--- src/hdl/tapd_pkg.sv ---
`default_nettype none

package tapd_pkg;

   // Fixed-point constants, Q4.12
   localparam logic signed [16:0] PI_Q      = 17'sd12868;
   localparam logic signed [16:0] NEG_PI_Q  = -17'sd12868;
   localparam logic signed [16:0] TWO_PI_Q  = 17'sd25736;
   localparam int unsigned        FRAC_BITS = 12;

   // Register reset values
   localparam logic [15:0] ROLL_P_RESET  = 16'd819;
   localparam logic [15:0] ROLL_D_RESET  = 16'd819;
   localparam logic [15:0] PITCH_P_RESET = 16'd819;
   localparam logic [15:0] PITCH_D_RESET = 16'd819;
   localparam logic [15:0] YAW_P_RESET   = 16'd8192;
   localparam logic [15:0] YAW_D_RESET   = 16'd12288;
   localparam logic [15:0] INV_DT_RESET  = 16'd1000;

   typedef enum logic [2:0] {
      CSR_ROLL_P  = 3'd0,
      CSR_ROLL_D  = 3'd1,
      CSR_PITCH_P = 3'd2,
      CSR_PITCH_D = 3'd3,
      CSR_YAW_P   = 3'd4,
      CSR_YAW_D   = 3'd5,
      CSR_INV_DT  = 3'd6
   } csr_index_type;

   // Operand pair for the shared multiplier
   typedef enum logic [2:0] {
      MUL_YAW_DT,
      MUL_ROLL_P,
      MUL_ROLL_D,
      MUL_PITCH_P,
      MUL_PITCH_D,
      MUL_YAW_P,
      MUL_YAW_D_LO,
      MUL_YAW_D_HI
   } mul_sel_type;

   typedef enum logic [1:0] {
      ACC_HOLD,
      ACC_LOAD,
      ACC_ADD,
      ACC_ADD_HIGH
   } acc_op_type;

   typedef struct packed {
      logic        capture;
      mul_sel_type mul_sel;
      acc_op_type  acc_op;
      logic        rate_load;
      logic        roll_store;
      logic        pitch_store;
      logic        publish;
   } tapd_cmd_type;

   // Target minus measured, moved once by 2*pi toward zero, clamped to 16 bits
   function automatic logic [15:0] wrap_error(input logic [15:0] target,
                                              input logic [15:0] measured);
      logic signed [16:0] e;
      e = $signed({target[15], target}) - $signed({measured[15], measured});
      if (e > PI_Q) begin
         e = e - TWO_PI_Q;
      end else if (e < NEG_PI_Q) begin
         e = e + TWO_PI_Q;
      end
      if (e[16] != e[15]) begin
         wrap_error = e[16] ? 16'h8000 : 16'h7FFF;
      end else begin
         wrap_error = e[15:0];
      end
   endfunction

   // Floor shift by FRAC_BITS, clamp to 24 bits
   function automatic logic [23:0] sat_torque(input logic [51:0] acc);
      logic [39:0] q;
      q = acc[51:FRAC_BITS];
      if (q[39:23] != {17{q[23]}}) begin
         sat_torque = q[39] ? 24'h800000 : 24'h7FFFFF;
      end else begin
         sat_torque = q[23:0];
      end
   endfunction

endpackage

`default_nettype wire

--- src/hdl/tapd_ctrl.sv ---
`default_nettype none

module tapd_ctrl
   import tapd_pkg::*;
(
   input  wire logic         clock,
   input  wire logic         reset,
   input  wire logic         req_valid,
   output logic              req_ready,
   output logic              rsp_valid,
   input  wire logic         rsp_ready,
   output tapd_cmd_type      cmd
);

   typedef enum logic [1:0] {
      ST_IDLE,
      ST_RUN,
      ST_PUBLISH
   } state_type;

   localparam logic [3:0] LAST_STEP = 4'd8;

   state_type  state_ff, state_in;
   logic [3:0] step_ff, step_in;
   logic       rsp_valid_ff, rsp_valid_in;
   logic       slot_free;

   assign req_ready = (state_ff == ST_IDLE);
   assign rsp_valid = rsp_valid_ff;
   assign slot_free = !rsp_valid_ff || rsp_ready;

   always_comb begin
      cmd             = '0;
      cmd.mul_sel     = MUL_YAW_DT;
      cmd.acc_op      = ACC_HOLD;
      cmd.capture     = req_valid && req_ready;
      if (state_ff == ST_RUN) begin
         case (step_ff)
            4'd0: cmd.mul_sel = MUL_YAW_DT;
            4'd1: begin
               cmd.mul_sel   = MUL_ROLL_P;
               cmd.rate_load = 1'b1;
            end
            4'd2: begin
               cmd.mul_sel = MUL_ROLL_D;
               cmd.acc_op  = ACC_LOAD;
            end
            4'd3: begin
               cmd.mul_sel = MUL_PITCH_P;
               cmd.acc_op  = ACC_ADD;
            end
            4'd4: begin
               cmd.mul_sel    = MUL_PITCH_D;
               cmd.acc_op     = ACC_LOAD;
               cmd.roll_store = 1'b1;
            end
            4'd5: begin
               cmd.mul_sel = MUL_YAW_P;
               cmd.acc_op  = ACC_ADD;
            end
            4'd6: begin
               cmd.mul_sel     = MUL_YAW_D_LO;
               cmd.acc_op      = ACC_LOAD;
               cmd.pitch_store = 1'b1;
            end
            4'd7: begin
               cmd.mul_sel = MUL_YAW_D_HI;
               cmd.acc_op  = ACC_ADD;
            end
            4'd8: cmd.acc_op = ACC_ADD_HIGH;
            default: cmd.acc_op = ACC_HOLD;
         endcase
      end
      cmd.publish = (state_ff == ST_PUBLISH) && slot_free;
   end

   always_comb begin
      state_in     = state_ff;
      step_in      = step_ff;
      rsp_valid_in = rsp_valid_ff;
      if (rsp_ready) begin
         rsp_valid_in = 1'b0;
      end
      case (state_ff)
         ST_IDLE: begin
            if (req_valid) begin
               state_in = ST_RUN;
               step_in  = '0;
            end
         end
         ST_RUN: begin
            if (step_ff == LAST_STEP) begin
               state_in = ST_PUBLISH;
            end else begin
               step_in = step_ff + 4'd1;
            end
         end
         ST_PUBLISH: begin
            // hold until the output slot is free
            if (slot_free) begin
               rsp_valid_in = 1'b1;
               state_in     = ST_IDLE;
            end
         end
         default: state_in = ST_IDLE;
      endcase
   end

   always_ff @(posedge clock) begin
      if (reset) begin
         state_ff     <= ST_IDLE;
         step_ff      <= '0;
         rsp_valid_ff <= 1'b0;
      end else begin
         state_ff     <= state_in;
         step_ff      <= step_in;
         rsp_valid_ff <= rsp_valid_in;
      end
   end

endmodule

`default_nettype wire

--- src/hdl/tapd_datapath.sv ---
`default_nettype none

module tapd_datapath
   import tapd_pkg::*;
(
   input  wire logic         clock,
   input  wire logic         reset,
   input  wire tapd_cmd_type cmd,
   input  wire logic         csr_write_enable,
   input  wire logic [2:0]   csr_index,
   input  wire logic [15:0]  csr_write_data,
   input  wire logic [15:0]  req_roll_target,
   input  wire logic [15:0]  req_pitch_target,
   input  wire logic [15:0]  req_yaw_target,
   input  wire logic [15:0]  req_roll_measured,
   input  wire logic [15:0]  req_pitch_measured,
   input  wire logic [15:0]  req_yaw_measured,
   input  wire logic [15:0]  req_roll_rate,
   input  wire logic [15:0]  req_pitch_rate,
   input  wire logic [15:0]  req_yaw_rate,
   output logic [23:0]       rsp_roll_torque,
   output logic [23:0]       rsp_pitch_torque,
   output logic [23:0]       rsp_yaw_torque,
   output logic [15:0]       rsp_roll_error,
   output logic [15:0]       rsp_pitch_error,
   output logic [15:0]       rsp_yaw_error
);

   // Gains and inverse time step
   logic [15:0] roll_p_ff, roll_d_ff, pitch_p_ff, pitch_d_ff;
   logic [15:0] yaw_p_ff, yaw_d_ff, inv_dt_ff;
   logic [15:0] prev_yaw_ff;

   // Captured request
   logic [15:0] roll_err_ff, pitch_err_ff, yaw_err_ff;
   logic [16:0] roll_rneg_ff, pitch_rneg_ff;
   logic [16:0] yaw_diff_ff;
   logic [15:0] yaw_rate_ff;

   logic [33:0] rate_ff;
   logic [34:0] prod_ff;
   logic [51:0] acc_ff;
   logic [23:0] roll_torque_ff, pitch_torque_ff;

   logic signed [16:0] mul_a;
   logic signed [17:0] mul_b;
   logic signed [34:0] prod_in;

   logic [23:0] roll_torque_out_ff, pitch_torque_out_ff, yaw_torque_out_ff;
   logic [15:0] roll_err_out_ff, pitch_err_out_ff, yaw_err_out_ff;

   always_ff @(posedge clock) begin
      if (reset) begin
         roll_p_ff   <= ROLL_P_RESET;
         roll_d_ff   <= ROLL_D_RESET;
         pitch_p_ff  <= PITCH_P_RESET;
         pitch_d_ff  <= PITCH_D_RESET;
         yaw_p_ff    <= YAW_P_RESET;
         yaw_d_ff    <= YAW_D_RESET;
         inv_dt_ff   <= INV_DT_RESET;
      end else if (csr_write_enable) begin
         case (csr_index_type'(csr_index))
            CSR_ROLL_P:  roll_p_ff  <= csr_write_data;
            CSR_ROLL_D:  roll_d_ff  <= csr_write_data;
            CSR_PITCH_P: pitch_p_ff <= csr_write_data;
            CSR_PITCH_D: pitch_d_ff <= csr_write_data;
            CSR_YAW_P:   yaw_p_ff   <= csr_write_data;
            CSR_YAW_D:   yaw_d_ff   <= csr_write_data;
            CSR_INV_DT:  inv_dt_ff  <= csr_write_data;
            default: ;
         endcase
      end
   end

   always_ff @(posedge clock) begin
      if (reset) begin
         prev_yaw_ff <= '0;
      end else if (cmd.capture) begin
         prev_yaw_ff <= req_yaw_target;
      end
   end

   always_ff @(posedge clock) begin
      if (cmd.capture) begin
         roll_err_ff   <= wrap_error(req_roll_target, req_roll_measured);
         pitch_err_ff  <= wrap_error(req_pitch_target, req_pitch_measured);
         yaw_err_ff    <= wrap_error(req_yaw_target, req_yaw_measured);
         roll_rneg_ff  <= 17'd0 - {req_roll_rate[15], req_roll_rate};
         pitch_rneg_ff <= 17'd0 - {req_pitch_rate[15], req_pitch_rate};
         yaw_diff_ff   <= {req_yaw_target[15], req_yaw_target}
                          - {prev_yaw_ff[15], prev_yaw_ff};
         yaw_rate_ff   <= req_yaw_rate;
      end
   end

   always_comb begin
      mul_a = $signed({1'b0, roll_p_ff});
      mul_b = $signed({{2{roll_err_ff[15]}}, roll_err_ff});
      case (cmd.mul_sel)
         MUL_YAW_DT: begin
            mul_a = $signed(yaw_diff_ff);
            mul_b = $signed({2'b00, inv_dt_ff});
         end
         MUL_ROLL_P: begin
            mul_a = $signed({1'b0, roll_p_ff});
            mul_b = $signed({{2{roll_err_ff[15]}}, roll_err_ff});
         end
         MUL_ROLL_D: begin
            mul_a = $signed({1'b0, roll_d_ff});
            mul_b = $signed({roll_rneg_ff[16], roll_rneg_ff});
         end
         MUL_PITCH_P: begin
            mul_a = $signed({1'b0, pitch_p_ff});
            mul_b = $signed({{2{pitch_err_ff[15]}}, pitch_err_ff});
         end
         MUL_PITCH_D: begin
            mul_a = $signed({1'b0, pitch_d_ff});
            mul_b = $signed({pitch_rneg_ff[16], pitch_rneg_ff});
         end
         MUL_YAW_P: begin
            mul_a = $signed({1'b0, yaw_p_ff});
            mul_b = $signed({{2{yaw_err_ff[15]}}, yaw_err_ff});
         end
         MUL_YAW_D_LO: begin
            mul_a = $signed({1'b0, yaw_d_ff});
            mul_b = $signed({1'b0, rate_ff[16:0]});
         end
         MUL_YAW_D_HI: begin
            mul_a = $signed({1'b0, yaw_d_ff});
            mul_b = $signed({rate_ff[33], rate_ff[33:17]});
         end
         default: ;
      endcase
   end

   assign prod_in = mul_a * mul_b;

   always_ff @(posedge clock) begin
      prod_ff <= prod_in;
      if (cmd.rate_load) begin
         rate_ff <= prod_ff[33:0] - {{18{yaw_rate_ff[15]}}, yaw_rate_ff};
      end
      case (cmd.acc_op)
         ACC_LOAD:     acc_ff <= {{17{prod_ff[34]}}, prod_ff};
         ACC_ADD:      acc_ff <= acc_ff + {{17{prod_ff[34]}}, prod_ff};
         ACC_ADD_HIGH: acc_ff <= acc_ff + {prod_ff, 17'd0};
         default: ;
      endcase
      if (cmd.roll_store) begin
         roll_torque_ff <= sat_torque(acc_ff);
      end
      if (cmd.pitch_store) begin
         pitch_torque_ff <= sat_torque(acc_ff);
      end
      if (cmd.publish) begin
         roll_torque_out_ff  <= roll_torque_ff;
         pitch_torque_out_ff <= pitch_torque_ff;
         yaw_torque_out_ff   <= sat_torque(acc_ff);
         roll_err_out_ff     <= roll_err_ff;
         pitch_err_out_ff    <= pitch_err_ff;
         yaw_err_out_ff      <= yaw_err_ff;
      end
   end

   assign rsp_roll_torque  = roll_torque_out_ff;
   assign rsp_pitch_torque = pitch_torque_out_ff;
   assign rsp_yaw_torque   = yaw_torque_out_ff;
   assign rsp_roll_error   = roll_err_out_ff;
   assign rsp_pitch_error  = pitch_err_out_ff;
   assign rsp_yaw_error    = yaw_err_out_ff;

endmodule

`default_nettype wire

--- src/hdl/three_axis_attitude_pd_control_core.sv ---
// Channel   Direction  Handshake              Payload
// req       in         req_valid / req_ready  targets, measured angles, rates (16b Q4.12)
// rsp       out        rsp_valid / rsp_ready  torques (24b Q12.12), wrapped errors (16b)
// csr       in         csr_write_enable       csr_index (3b), csr_write_data (16b)
//
// After a request is accepted, it runs nine steps through
// the single 17x18 multiplier and its accumulator, then the publish state. The next
// request is taken only back in idle, so one request is in flight at a time.
// Eight products share that multiplier; the desired yaw rate product
// is 34 bits wide, so its derivative term goes through in two halves.
// Synchronous active-high reset restores the gains and clears the last yaw target.
// A pending result does not block acceptance; a finished request waits in
// publish until the output register frees up.
`default_nettype none

module three_axis_attitude_pd_control_core
   import tapd_pkg::*;
(
   input  wire logic        clock,
   input  wire logic        reset,
   input  wire logic        req_valid,
   output logic             req_ready,
   input  wire logic [15:0] req_roll_target,
   input  wire logic [15:0] req_pitch_target,
   input  wire logic [15:0] req_yaw_target,
   input  wire logic [15:0] req_roll_measured,
   input  wire logic [15:0] req_pitch_measured,
   input  wire logic [15:0] req_yaw_measured,
   input  wire logic [15:0] req_roll_rate,
   input  wire logic [15:0] req_pitch_rate,
   input  wire logic [15:0] req_yaw_rate,
   output logic             rsp_valid,
   input  wire logic        rsp_ready,
   output logic [23:0]      rsp_roll_torque,
   output logic [23:0]      rsp_pitch_torque,
   output logic [23:0]      rsp_yaw_torque,
   output logic [15:0]      rsp_roll_error,
   output logic [15:0]      rsp_pitch_error,
   output logic [15:0]      rsp_yaw_error,
   input  wire logic        csr_write_enable,
   input  wire logic [2:0]  csr_index,
   input  wire logic [15:0] csr_write_data
);

   // Sequencer commands to the datapath
   tapd_cmd_type cmd;

   tapd_ctrl u_ctrl (
      .clock     (clock),
      .reset     (reset),
      .req_valid (req_valid),
      .req_ready (req_ready),
      .rsp_valid (rsp_valid),
      .rsp_ready (rsp_ready),
      .cmd       (cmd)
   );

   // Errors, shared multiplier, accumulator and the output register
   tapd_datapath u_datapath (
      .clock              (clock),
      .reset              (reset),
      .cmd                (cmd),
      .csr_write_enable   (csr_write_enable),
      .csr_index          (csr_index),
      .csr_write_data     (csr_write_data),
      .req_roll_target    (req_roll_target),
      .req_pitch_target   (req_pitch_target),
      .req_yaw_target     (req_yaw_target),
      .req_roll_measured  (req_roll_measured),
      .req_pitch_measured (req_pitch_measured),
      .req_yaw_measured   (req_yaw_measured),
      .req_roll_rate      (req_roll_rate),
      .req_pitch_rate     (req_pitch_rate),
      .req_yaw_rate       (req_yaw_rate),
      .rsp_roll_torque    (rsp_roll_torque),
      .rsp_pitch_torque   (rsp_pitch_torque),
      .rsp_yaw_torque     (rsp_yaw_torque),
      .rsp_roll_error     (rsp_roll_error),
      .rsp_pitch_error    (rsp_pitch_error),
      .rsp_yaw_error      (rsp_yaw_error)
   );

endmodule

`default_nettype wire

--- config.mk ---
export PLATFORM = sky130hd
export DESIGN_NAME = three_axis_attitude_pd_control_core
export DESIGN_NICKNAME = d
export VERILOG_FILES = /design/src/hdl/tapd_pkg.sv /design/src/hdl/tapd_ctrl.sv /design/src/hdl/tapd_datapath.sv /design/src/hdl/three_axis_attitude_pd_control_core.sv
export SDC_FILE = /design/constraint.sdc
export NUM_CORES = 2
export LEC_CHECK = 0
export BUFFER_PORTS_ARGS = -buffer_cell sky130_fd_sc_hd__buf_4
export CORE_MARGIN = 2
export CORE_UTILIZATION = 35
export CTS_CLUSTER_DIAMETER = 30
export DETAILED_ROUTE_END_ITERATION = 8
export GPL_ROUTABILITY_DRIVEN = 0
export MAX_ROUTING_LAYER = met4
export SLEW_MARGIN = 20
export SYNTH_ARGS = -nofsm -noshare
export SYNTH_HDL_FRONTEND = slang
export SYNTH_SLANG_ARGS = --single-unit
--- constraint.sdc ---
create_clock -name clock -period 18.5 [get_ports clock]
set_input_delay 1.85 -clock clock [delete_from_list [all_inputs] [get_ports clock]]
set_output_delay 1.85 -clock clock [all_outputs]
set_load 0.05 [all_outputs]
==> impl_metrics.env <==
export IMPL_synthAdderAreaFrac=0.2409
export IMPL_cts_resized=0
export IMPL_wl_met1_mm=55.42
export IMPL_vias_per_cell=5.236
export IMPL_syn2layout_area_growth_pct=19.31
export IMPL_syn_area_um2=42830
export IMPL_crit_fanout=22
export IMPL_synth_compound_area_share=0.1542
export IMPL_seqPwrFrac=0.189
export IMPL_p_total_mw=8.846
export IMPL_slew_headroom=0.2654
export IMPL_met2_wirelength_mm=58.81
export IMPL_cpPeakStageDelay_ns=1.11
export IMPL_min_period_over_period=0.5432
export IMPL_critPathKind="reg -> reg"
export IMPL_cts_tree="yes"
export IMPL_placed_cells=6327
export IMPL_hold_class="reg -> reg"
export IMPL_insertion_delay_ns=0.74
export IMPL_min_period_ns=10.05
export IMPL_yosysWarnings=0
export IMPL_cpMostUsedCell="fa_1"
export IMPL_final_cells=6546
export IMPL_fp_dieW_um=353.8
export IMPL_synth_area_leaders="edfxtp_1 (26%), fa_1 (15%), ha_1 (8.4%)"
export IMPL_cp_data_arrival_time_ns=10.61
export IMPL_n_antenna_cell=0
export IMPL_synth_area_leader_cell="edfxtp_1"
export IMPL_rr_endpoint="u_datapath.prod_ff[34]"
export IMPL_dr_wl_met3_mm=8.782
export IMPL_clockPowerShare=0.245
export IMPL_setup_tns_ns=0
export IMPL_highest_layer="met4"
export IMPL_worst_path_max_delay_cell="nor2_1"
export IMPL_synth_xor_xnor_area_share=0.05165
export IMPL_maxCapViolCount=0
export IMPL_dieArea_um2=125200
export IMPL_drc=0
export IMPL_grt_max_degree=79
export IMPL_cts_buffers=115
export IMPL_pwr_share_comb=0.567
export IMPL_fin_util=0.4204
export IMPL_outcome="finished, final reports clean"
export IMPL_avgSynthCellArea_um2=9.511
export IMPL_post_cts_setup_buffers=0
export IMPL_r2r_worst_path_cells=28
export IMPL_clk_pin_slew_ns=0.06
export IMPL_yosysTopAreaCellShare=0.2587
export IMPL_dr_pass1_iters=6
export IMPL_wl_per_cell_um=19.55
export IMPL_cp_start_kind="register"
export IMPL_ys_ff_latch=539
export IMPL_drv_slew=0
export IMPL_num_rows=128
export IMPL_die_h_um=353.8
export IMPL_wl_mm=128.0
export IMPL_initial_core_util=0.3523
export IMPL_grt_pass1_wl_mm=195.9
export IMPL_rsz0062_at_grt="no"
export IMPL_hold_slack_ns=0.4108
export IMPL_place_port_buffers=289
export IMPL_cts_root_buf="clkbuf_16"
export IMPL_grt_pass1_vias=33670
export IMPL_cp_required_ns=19.07
export IMPL_syn_inst=4503
export IMPL_drive_gt1_frac=0.1351
export IMPL_design_portCount=290
export IMPL_swShare=0.4301
export IMPL_hold_end="u_datapath.rsp_pitch_torque[14]"
export IMPL_clockBufferDepth=3
export IMPL_p_int_mw=5.042
export IMPL_grt_usage=0.2070
export IMPL_finalHoldViolations=0
export IMPL_crit_reg2reg_launch="u_ctrl.step_ff[3]"
export IMPL_async_flop_share=0
export IMPL_seq_area_frac_synth=0.3382
export IMPL_finalSetupViolCount=0
export IMPL_vias=34280
export IMPL_postRouteAntennaNets=0
export IMPL_hp_start="u_datapath.pitch_torque_ff[14]"
export IMPL_synth_flop_cell="edfxtp_1"
export IMPL_total_leakage_power_nw=22.03
export IMPL_powerDensity_nw_per_um2=173.1
export IMPL_ys_types=103
export IMPL_crit_path_end_kind="register"
export IMPL_first_iter_violations=2777
export IMPL_cts_hold_buf=0
export IMPL_rrSetupSlack_ns=8.45
export IMPL_p_switching_mw=3.805
export IMPL_synth_nets=5276
export IMPL_synth_top_family_by_area="adder cells"
export IMPL_synth_edff_count=369
export IMPL_clock_sinks=539
export IMPL_yosys_area_share_simple=0.1444
export IMPL_synthMuxAreaShare=0.008940
export IMPL_timing_fmax_ghz=0.09952
export IMPL_hold_depth=0
export IMPL_antenna_found_initial=1
export IMPL_htreeDepth=3
export IMPL_worst_slew_pin_slew_ns=1.098
export IMPL_grt_overflow=0
export IMPL_dp_hpwl_mm=100.1
export IMPL_coreArea_um2=121600
export IMPL_final_setup_skew_ns=0.09564
export IMPL_fin_nets=5592
export IMPL_vdd_ir_drop_max_v=0.0002921
-- area by class of cell --
type	instances	area, um^2
well taps	1625	2033
inverters	547	2058
flip-flops and latches	539	14480
clock inverters	91	1200
repair buffers	342	2567
multi-input cells	3274	25780
clock buffers	128	2977
fillers	11720	70460
-- flip-flops by register name (all words and copies together) (netlist names), 17 cells and up --
register,flops
u_datapath.acc_ff,52
u_datapath.roll_torque_ff,24
u_datapath.rsp_roll_torque,24
u_datapath.rsp_pitch_torque,24
u_datapath.yaw_diff_ff,17
u_datapath.prod_ff,35
u_datapath.rate_ff,34
u_datapath.pitch_torque_ff,24
u_datapath.roll_rneg_ff,17
u_datapath.pitch_rneg_ff,17
u_datapath.rsp_yaw_torque,24
-- per-layer routing --
metal | GRT usage | vias to the layer above
met2 | 0.3202 | 1173
met3 | 0.03701 | 238
met5 | - | -
met1 | 0.2684 | 16710
li1 | - | 16160
met4 | 0.08289 | 0
-- power groups by stage --
stage	combinational, mW	sequential, mW	clock (mW)
2_1_floorplan	3.91	1.59	0
4_1_cts	5.02	1.67	2.19
6_report	5.01	1.67	2.16
5_1_grt	5.68	1.67	2.26
3_5_place_dp	4.98	1.69	0
3_3_place_gp	4.96	1.69	0
-- cell usage after synthesis (26+ instances only) --
cell type	number
a21o_1	106
a21oi_1	300
a221oi_1	26
a22oi_1	52
a31oi_1	29
and3_1	40
clkbuf_1	121
dfxtp_1	170
edfxtp_1	369
fa_1	318
ha_1	287
inv_1	547
maj3_1	28
mux2i_1	36
nand2_1	505
nand2b_1	43
nand3_1	59
nand3b_1	45
nor2_1	389
nor2b_1	42
nor3_1	65
o21a_1	31
o21ai_0	175
o21bai_1	45
o22ai_1	27
or2_2	42
xnor2_1	172
xor2_1	70
-- metrics by stage --
stage | worst slack, ns | instance area (um^2)
CTS | 8.582 | 51080
floorplan | 10.47 | 42830
finish | 8.451 | 51100
global route | 7.923 | 51100
global placement | 8.666 | 46900
detailed placement | 8.619 | 46900
-- worst max-delay path, delay by kind of cell (launching register included) --
family | cells | cell delay (ns)
simple gates | 7 | 3.31
fa+ha+maj | 7 | 3.38
flops | 1 | 0.44
compound gates | 8 | 1.97
xor+xnor | 1 | 0.17
buf+inv | 5 | 0.62
-- cells by family (layout without fill, tap and decap cells) --
| logic type | after synthesis | after routing |
|---|---|---|
| mux | 38 | 38 |
| fa+ha+maj | 640 | 640 |
| compound gates | 1002 | 1002 |
| flops | 539 | 539 |
| buf+inv | 690 | 1108 |
| xor+xnor | 247 | 247 |
| simple gates | 1347 | 1347 |
-- cells in the final DEF (no fill, tap or decap), types with 26 or more instances in the layout --
master and n:
inv_6 26, ha_1 287, maj3_1 28, o22ai_1 26, inv_1 545, a221oi_1 26, a21oi_1 300, o21ai_0 175
nand2_1 505, nand3_1 59, o21a_1 31, and3_1 40, nand2b_1 43, o21bai_1 44, xor2_1 70, a31oi_1 29
mux2i_1 36, a21o_1 106, a22oi_1 52, xnor2_1 172, nor2_1 386, dfxtp_1 170, edfxtp_1 369, clkbuf_16 115
fa_1 318, nor3_1 65, nand3b_1 45, nor2b_1 41, or2_2 42, buf_4 342
-- worst max path at each step --
stage / depth (start not counted) / slack (ns) / endpoint / startpoint
global placement: 29 / 8.67 / u_datapath.prod_ff[34] / u_ctrl.step_ff[1]
detailed placement: 28 / 8.62 / u_datapath.prod_ff[34] / u_ctrl.step_ff[3]
finish: 28 / 8.45 / u_datapath.prod_ff[34] / u_ctrl.step_ff[3]
global route: 28 / 7.92 / u_datapath.prod_ff[34] / u_ctrl.step_ff[3]
CTS: 28 / 8.58 / u_datapath.prod_ff[34] / u_ctrl.step_ff[3]
floorplan: 34 / 10.47 / u_datapath.prod_ff[32] / u_ctrl.step_ff[0]
Power figures use the tool's default switching activity.
